--- src/sv/earrf_pkg.sv ---
// Shared widths, types and the exponent table of the edge-aware recursive row filter.
`default_nettype none

package earrf_pkg;

   localparam int SAMPLE_W = 16;
   localparam int DERIV_W  = 16;
   localparam int RATE_W   = 16;
   localparam int WEIGHT_W = 16;
   localparam int STORE_W  = 24;
   localparam int POS_W    = 6;
   localparam int TAB_W    = 17;

   // Reset value of the rate register: 1.0 in Q4.12.
   localparam logic [RATE_W-1:0] RATE_RESET = 16'd4096;
   // log2(e) in Q1.16.
   localparam logic [16:0] LOG2E_Q16 = 17'd94548;

   typedef logic [SAMPLE_W-1:0]        sample_type;
   typedef logic [DERIV_W-1:0]         deriv_type;
   typedef logic [RATE_W-1:0]          rate_type;
   typedef logic [WEIGHT_W-1:0]        weight_type;
   typedef logic signed [STORE_W-1:0]  store_type;
   typedef logic [POS_W-1:0]           pos_type;

   // 65536 * 2^(-idx/16), rounded, for idx 0 to 16.
   function automatic logic [TAB_W-1:0] pow2_neg(input logic [4:0] idx);
      logic [TAB_W-1:0] val;
      unique case (idx)
         5'd0:    val = 17'd65536;
         5'd1:    val = 17'd62757;
         5'd2:    val = 17'd60097;
         5'd3:    val = 17'd57549;
         5'd4:    val = 17'd55109;
         5'd5:    val = 17'd52773;
         5'd6:    val = 17'd50535;
         5'd7:    val = 17'd48393;
         5'd8:    val = 17'd46341;
         5'd9:    val = 17'd44376;
         5'd10:   val = 17'd42495;
         5'd11:   val = 17'd40693;
         5'd12:   val = 17'd38968;
         5'd13:   val = 17'd37316;
         5'd14:   val = 17'd35734;
         5'd15:   val = 17'd34219;
         5'd16:   val = 17'd32768;
         default: val = '0;
      endcase
      return val;
   endfunction

endpackage

`default_nettype wire

--- src/sv/earrf_weight.sv ---
// Four-stage pipeline that turns rate and derivative into the weight exp(-rate*d).
`default_nettype none

module earrf_weight (
   input  logic                   clock,
   input  logic                   reset,
   input  logic                   start,
   input  earrf_pkg::rate_type    rate,
   input  earrf_pkg::deriv_type   deriv,
   output logic                   done,
   output earrf_pkg::weight_type  weight
);
   import earrf_pkg::*;

   logic [31:0]      x_ff;
   logic [48:0]      y_prod;
   logic [32:0]      y_ff;
   logic [12:0]      n_hi;
   logic [3:0]       frac_j;
   logic [9:0]       frac_r;
   logic [TAB_W-1:0] t0;
   logic [TAB_W-1:0] t1;
   logic [11:0]      step;
   logic [21:0]      ip;
   logic [TAB_W-1:0] t0_ff;
   logic [21:0]      ip_ff;
   logic [4:0]       n_ff;
   logic             zero_ff;
   logic [TAB_W-1:0] t_val;
   logic [TAB_W-1:0] shifted;
   weight_type       weight_in;
   weight_type       weight_ff;
   logic [3:0]       vld_ff;

   // Stage two: scale by log2(e), leaving the exponent in Q.20.
   assign y_prod = 49'(x_ff) * 49'(LOG2E_Q16);

   // Stage three: integer part, table index and interpolation fraction.
   always_comb begin
      n_hi   = y_ff[32:20];
      frac_j = y_ff[19:16];
      frac_r = y_ff[15:6];
      t0     = pow2_neg({1'b0, frac_j});
      t1     = pow2_neg(5'({1'b0, frac_j}) + 5'd1);
      step   = 12'(t0 - t1);
      ip     = {10'b0, step} * {12'b0, frac_r};
   end

   // Stage four: interpolate, shift by the integer exponent and cap.
   always_comb begin
      t_val   = t0_ff - {5'b0, ip_ff[21:10]};
      shifted = t_val >> n_ff;
      if (zero_ff) begin
         weight_in = '0;
      end else if (shifted[TAB_W-1]) begin
         weight_in = '1;
      end else begin
         weight_in = shifted[WEIGHT_W-1:0];
      end
   end

   always_ff @(posedge clock) begin
      x_ff      <= 32'(rate) * 32'(deriv);
      y_ff      <= y_prod[48:16];
      t0_ff     <= t0;
      ip_ff     <= ip;
      n_ff      <= n_hi[4:0];
      zero_ff   <= (n_hi >= 13'd17);
      weight_ff <= weight_in;
   end

   always_ff @(posedge clock) begin
      if (reset) begin
         vld_ff <= '0;
      end else begin
         vld_ff <= {vld_ff[2:0], start};
      end
   end

   assign done   = vld_ff[3];
   assign weight = weight_ff;

endmodule

`default_nettype wire

--- config.mk ---
export PLATFORM = sky130hd
export DESIGN_NAME = earrf_weight
export DESIGN_NICKNAME = d
export VERILOG_FILES = /design/src/sv/earrf_pkg.sv /design/src/sv/earrf_weight.sv
export SDC_FILE = /design/constraint.sdc
export NUM_CORES = 2
export LEC_CHECK = 0
export ABC_AREA = 1
export ABC_CLOCK_PERIOD_IN_PS = 8850
export BUFFER_PORTS_ARGS = -buffer_cell sky130_fd_sc_hd__buf_2
export CAP_MARGIN = 20
export CORE_MARGIN = 2
export CORE_UTILIZATION = 40
export DETAILED_ROUTE_END_ITERATION = 10
export PLACE_DENSITY = 0.51
export SYNTH_ARGS = -nofsm -noshare
export SYNTH_HDL_FRONTEND = slang
export SYNTH_SLANG_ARGS = --single-unit
--- constraint.sdc ---
create_clock -name clock -period 8.85 [get_ports clock]
set_input_delay 0.885 -clock clock [delete_from_list [all_inputs] [get_ports clock]]
set_output_delay 0.885 -clock clock [all_outputs]
set_load 0.02 [all_outputs]
# [Word-level counts from Yosys, hierarchy flattened]
# Memories as Yosys holds them, arrays and structs flattened. A register that Yosys moved wholly into a read port is not among the register bits.
# Cells that the tools add are included.
[classes] shifts=1 multipliers=3 n_addsub=3 n_mux=1 n_lt_le_gt_ge=1
[ops] cell="multiplier 32 x 15 -> 47 bit, second input constant" n=1
[ops] cell="multiplier 16 x 16 -> 32 bit" n=1
[ops] cell="multiplier 12 x 10 -> 22 bit" n=1
[ops] cell=">> shifter 17 x 5 -> 17 bit" n=1
[ops] cell="subtractor 17 x 12 -> 17 bit" n=1
[ops] cell="2-to-1 mux 16 bit" n=1
[ops] cell="greater-or-equal comparator 13 x 5 -> 1 bit, second input constant" n=1
[ops] cell="subtractor 12 bit" n=1
[ops] cell="adder 4 x 1 -> 5 bit, second input constant" n=1
[word_totals] romBits=816 n_memories=2 output_inout_bits=17 input_bits=35 register_bits=130
[mem_list] name="(name not given)" depth=32 word_bits=17 rd=1 rd_ports_with_merged_regs=0 wr=0 line_no="earrf_pkg.sv:29" rtl="unique case (idx)"
[mem_list] name="(name not given)" depth=16 word_bits=17 rd=1 rd_ports_with_merged_regs=1 wr=0 line_no="earrf_pkg.sv:29"

# [Logic depth before layout (Yosys ltp)]
# An unclocked memory read counts as a cell.
[logic_depth] word_depth=4 depth_mapped=37 mapped_depth_nobuf=37

# [Least setup slack after synthesis]
# OpenSTA, ideal clock, no wires.
[synth_timing] path_kind="reg-to-reg" start="reg y_ff[16]" end="reg ip_ff[21]" path_stages_with_launch=37 arrival_ns=6.729 setup_time_ns=0.112 required_ns=8.738 path_buffers=1 setup_slack_ns=2.009 path_cell_list="dfxtp_1 ha_1 ha_1 clkbuf_1 nand2_1 o32ai_1 a21oi_1 o21ai_0 ha_1 a21oi_1 o21ai_0 a21o_1 nand2_1 nand2_1 a21oi_1 or2_2 nand2_1 inv_1 nand2_1 fa_1 inv_1 fa_1 fa_1 fa_1 inv_1 fa_1 inv_1 ha_1 nand2_1 nor2_1 nand4_1 o21ai_1 nand2_1 nand2_1 nand2_1 nand3b_1 nand2_1"
[synth_via] elab_chain_len=4
[synth_rtl] element="start, declared" line_no="earrf_weight.sv:17" rtl="logic [32:0] y_ff;"
[synth_rtl] element="start signal, assigned" line_no="earrf_weight.sv:64" rtl="y_ff <= y_prod[48:16];"
[synth_rtl] element="adder 4 x 1 -> 5 bit" line_no="earrf_weight.sv:44" rtl="t1 = pow2_neg(5'({1'b0, frac_j}) + 5'd1);"
[synth_rtl] element="memory read (32 x 17 bit)"
[synth_rtl] element="subtractor 12 bit" line_no="earrf_weight.sv:45" rtl="step = 12'(t0 - t1);"
[synth_rtl] element="multiplier 12 x 10 -> 22 bit" line_no="earrf_weight.sv:46" rtl="ip = {10'b0, step} * {12'b0, frac_r};"
[synth_rtl] element="via ip[21]" line_no="earrf_weight.sv:24" rtl="logic [21:0] ip;"
[synth_rtl] element="end signal, assigned" line_no="earrf_weight.sv:66" rtl="ip_ff <= ip;"
[synth_rtl] element="end, declared" line_no="earrf_weight.sv:26" rtl="logic [21:0] ip_ff;"
# The timed path passes the listed nets, and every way through them passes these cells.
# A chain may end at the register's enable or synchronous reset.

# [Final worst setup path]
# Same ends and word-level chain as after synthesis.

==> impl_results.md <==
- Status: completed
- I/O pin cnt: 52
- CP max-delay cell: fa_1
- CTS Sinks: 131
- Rel. slew slack: 53.6%
- HPWL Detailed: 62.4 mm
- First-pass GRT wire length: 118 mm
- Cell taking the most area after synthesis: fa_1
- Core area: 0.0660 mm²
- Initial antenna violation count: 0
- ANT nets after route: 0
- Initial core utilization: 40.5%
- Min Tclk post-route: 7810 ps
- Final worst path period share: 88.3%
- RePlAce Congestion: 0.900
- Netlist cell types: 56
- CTS tree: done
- Root Driver: clkbuf_16
- Max Slew Vio Count: 0
- Violation count after the first detailed-route iteration: 882
- Post-synth EDFFs: 0
- Die W: 262 µm
- Setup violators final: 0
- Max-Cap Viols: 0
- N_diodes: 0
- Post-synthesis register bit count: 131
- Post-CTS Hold Buffers: 0
- Critical path launch point type: flop
- Hold Fails Final Rpt: 0
- Setup CP Type: flop to flop
- R2R depth: 34
- Worst EP arrival: 8170 ps
- Ys flop type: dfxtp_1
- Port buffer count: 51
- Crit-path max cell delay: 560 ps
- Gate Count Post-Synth: 3334
- Row Count: 94
- GRT Total Usage: 21.4%
- Crit. End Element: flop
- Clock Latency Late Sink: 460 ps
- Largest net degree at the start of global routing: 22
- Post-CTS sizing: 0
- Num CTS Buffers: 17
- FMAX: 0.128 GHz
- Die height: 262 µm
- Overflow left after global routing: 0
- Number of global-route vias before repair: 22700
- Most used cell, CP: nand2_1
- Yosys Warn Count: 0
- DRC violations left: 0
- HP Class: flop to flop
- Vias per std cell: 4.92
- Worst Setup SP: y_ff[16]
- Synth top area share: 32.8%
- H-tree depth: 4
- Hold WS: 326 ps
- Post-Syn Area per Cell: 8.01 µm²
- Drt wl/cell: 17.0 µm
- RSZ-0062 raised after global routing: false
- Nets: 4203
- Area grow syn2layout: 5.98%
- Accumulated negative setup slack: 0 ps
- Clk_skew: 16.8 ps
- Largest cells by area after synthesis: fa_1, ha_1, inv_1, nand2_1, dfxtp_1
- Post-CTS setup buffer count: 0
- Share of layout cells above drive strength 1: 3.60%
- Worst-Margin Slew: 695 ps
- Setup slack, reg-to-reg: 1040 ps
- CP Max Fanout: 15
- Final WL: 71.4 mm
- Worst setup endpoint: ip_ff[21]
- Post-synth ARST share: 0%
- CTS Buffer Depth: 2
- Syn_nets: 4216
- Crit Reg-Reg Startpoint: y_ff[16]
- Req. time, crit path: 9200 ps
- RR Endpoint: ip_ff[21]
- Worst-path clk slew: 70 ps
- DR vias: 20700
- First-pass iteration count of the detailed router: 7
- Synth Cell Area: 0.0267 mm²
- Post-synthesis sequential area ratio: 9.82%
- Die Area: 0.0689 mm²
==> cells in the final DEF, fill, tap and decap left out, types with 32 or more instances in the layout <==
master | synthesis | routed
nand2_1 | 701 | 701
buf_2 | 2 | 51
xor2_1 | 43 | 43
nor2_1 | 190 | 190
nand3_1 | 141 | 141
xnor2_1 | 32 | 32
a21oi_1 | 143 | 143
inv_1 | 783 | 783
dfxtp_1 | 131 | 131
ha_1 | 410 | 410
o21ai_0 | 73 | 73
fa_1 | 437 | 437
==> synthesized netlist by cell type (all sizes together) (3+ instances only) <==
cell	instances
a211oi	5
a21boi	3
a21o	12
a21oi	145
a31oi	13
buf	8
clkbuf	78
clkinv	3
dfxtp	131
fa	437
ha	410
inv	789
nand2	706
nand3	144
nand3b	5
nand4	11
nor2	193
nor3	15
nor4	9
o2111ai	5
o211ai	6
o21a	5
o21ai	92
o21bai	5
o221ai	3
or2	12
xnor2	32
xor2	46
==> critical path: cells and delay by family (launching register included) <==
kind | cells | cell delay, ps
AOI/OAI and AO/OA | 5 | 1000
and+or+nand+nor | 14 | 1510
DFF | 1 | 380
buffers and inverters | 5 | 410
adders and majority gates | 10 | 4400
==> cell type report <==
cell class / instances / area, µm²
Fill cell: 6719 / 37700
Clock buffer: 17 / 425
Inverter: 792 / 2980
Sequential cell: 131 / 2620
Clock inverter: 15 / 156
Tap cell: 864 / 1080
Timing Repair Buffer: 54 / 278
Multi-Input combinational cell: 2325 / 20800
==> sequential cells by signal (all words and copies together), names as in the netlist <==
signal	flops
ip_ff	12
n_ff	5
t0	17
t0_ff	17
vld_ff	4
weight	16
x_ff	32
y_ff	27
zero_ff	1
==> how the worst min path moves through the flow <==
stage / from / slack (ps) / cells after the start / to
floorplan: t0[12] / 310 / 0 / t0_ff[12]
global placement: t0[15] / 310 / 0 / t0_ff[15]
detailed placement: t0[12] / 310 / 0 / t0_ff[12]
CTS: t0[13] / 330 / 0 / t0_ff[13]
global route: t0[13] / 330 / 0 / t0_ff[13]
finish: t0[16] / 330 / 0 / t0_ff[16]
==> cell families after synthesis <==
group	synth area share [%]
compound gates	6.28
xor+xnor	2.68
fa+ha+maj	52.0
buf+inv	12.4
flops	9.82
simple gates	16.8
==> through the flow <==
stage	instance area [µm²]	instances	setup WS, ps	utilization, %
after floorplan	26700	3334	2010	-
after global placement	27700	4166	1270	42.0
after detailed placement	27700	4166	1090	42.0
after CTS	28300	4198	1060	42.9
after global routing	28300	4198	338	42.9
final	28300	4198	1040	42.9
==> layer usage <==
metal / routed length, µm / GRT usage, % / up-vias
met1: 32000 / 26.8 / 10200
li1: - / - / 10100
met5: 0 / 0 / -
met2: 36300 / 39.4 / 305
met3: 1730 / 2.09 / 81
met4: 1410 / 5.20 / 0
Power is left out: the tool's default activity adds up to more than one toggle a clock period on the data nets, which glitch-free logic cannot reach.
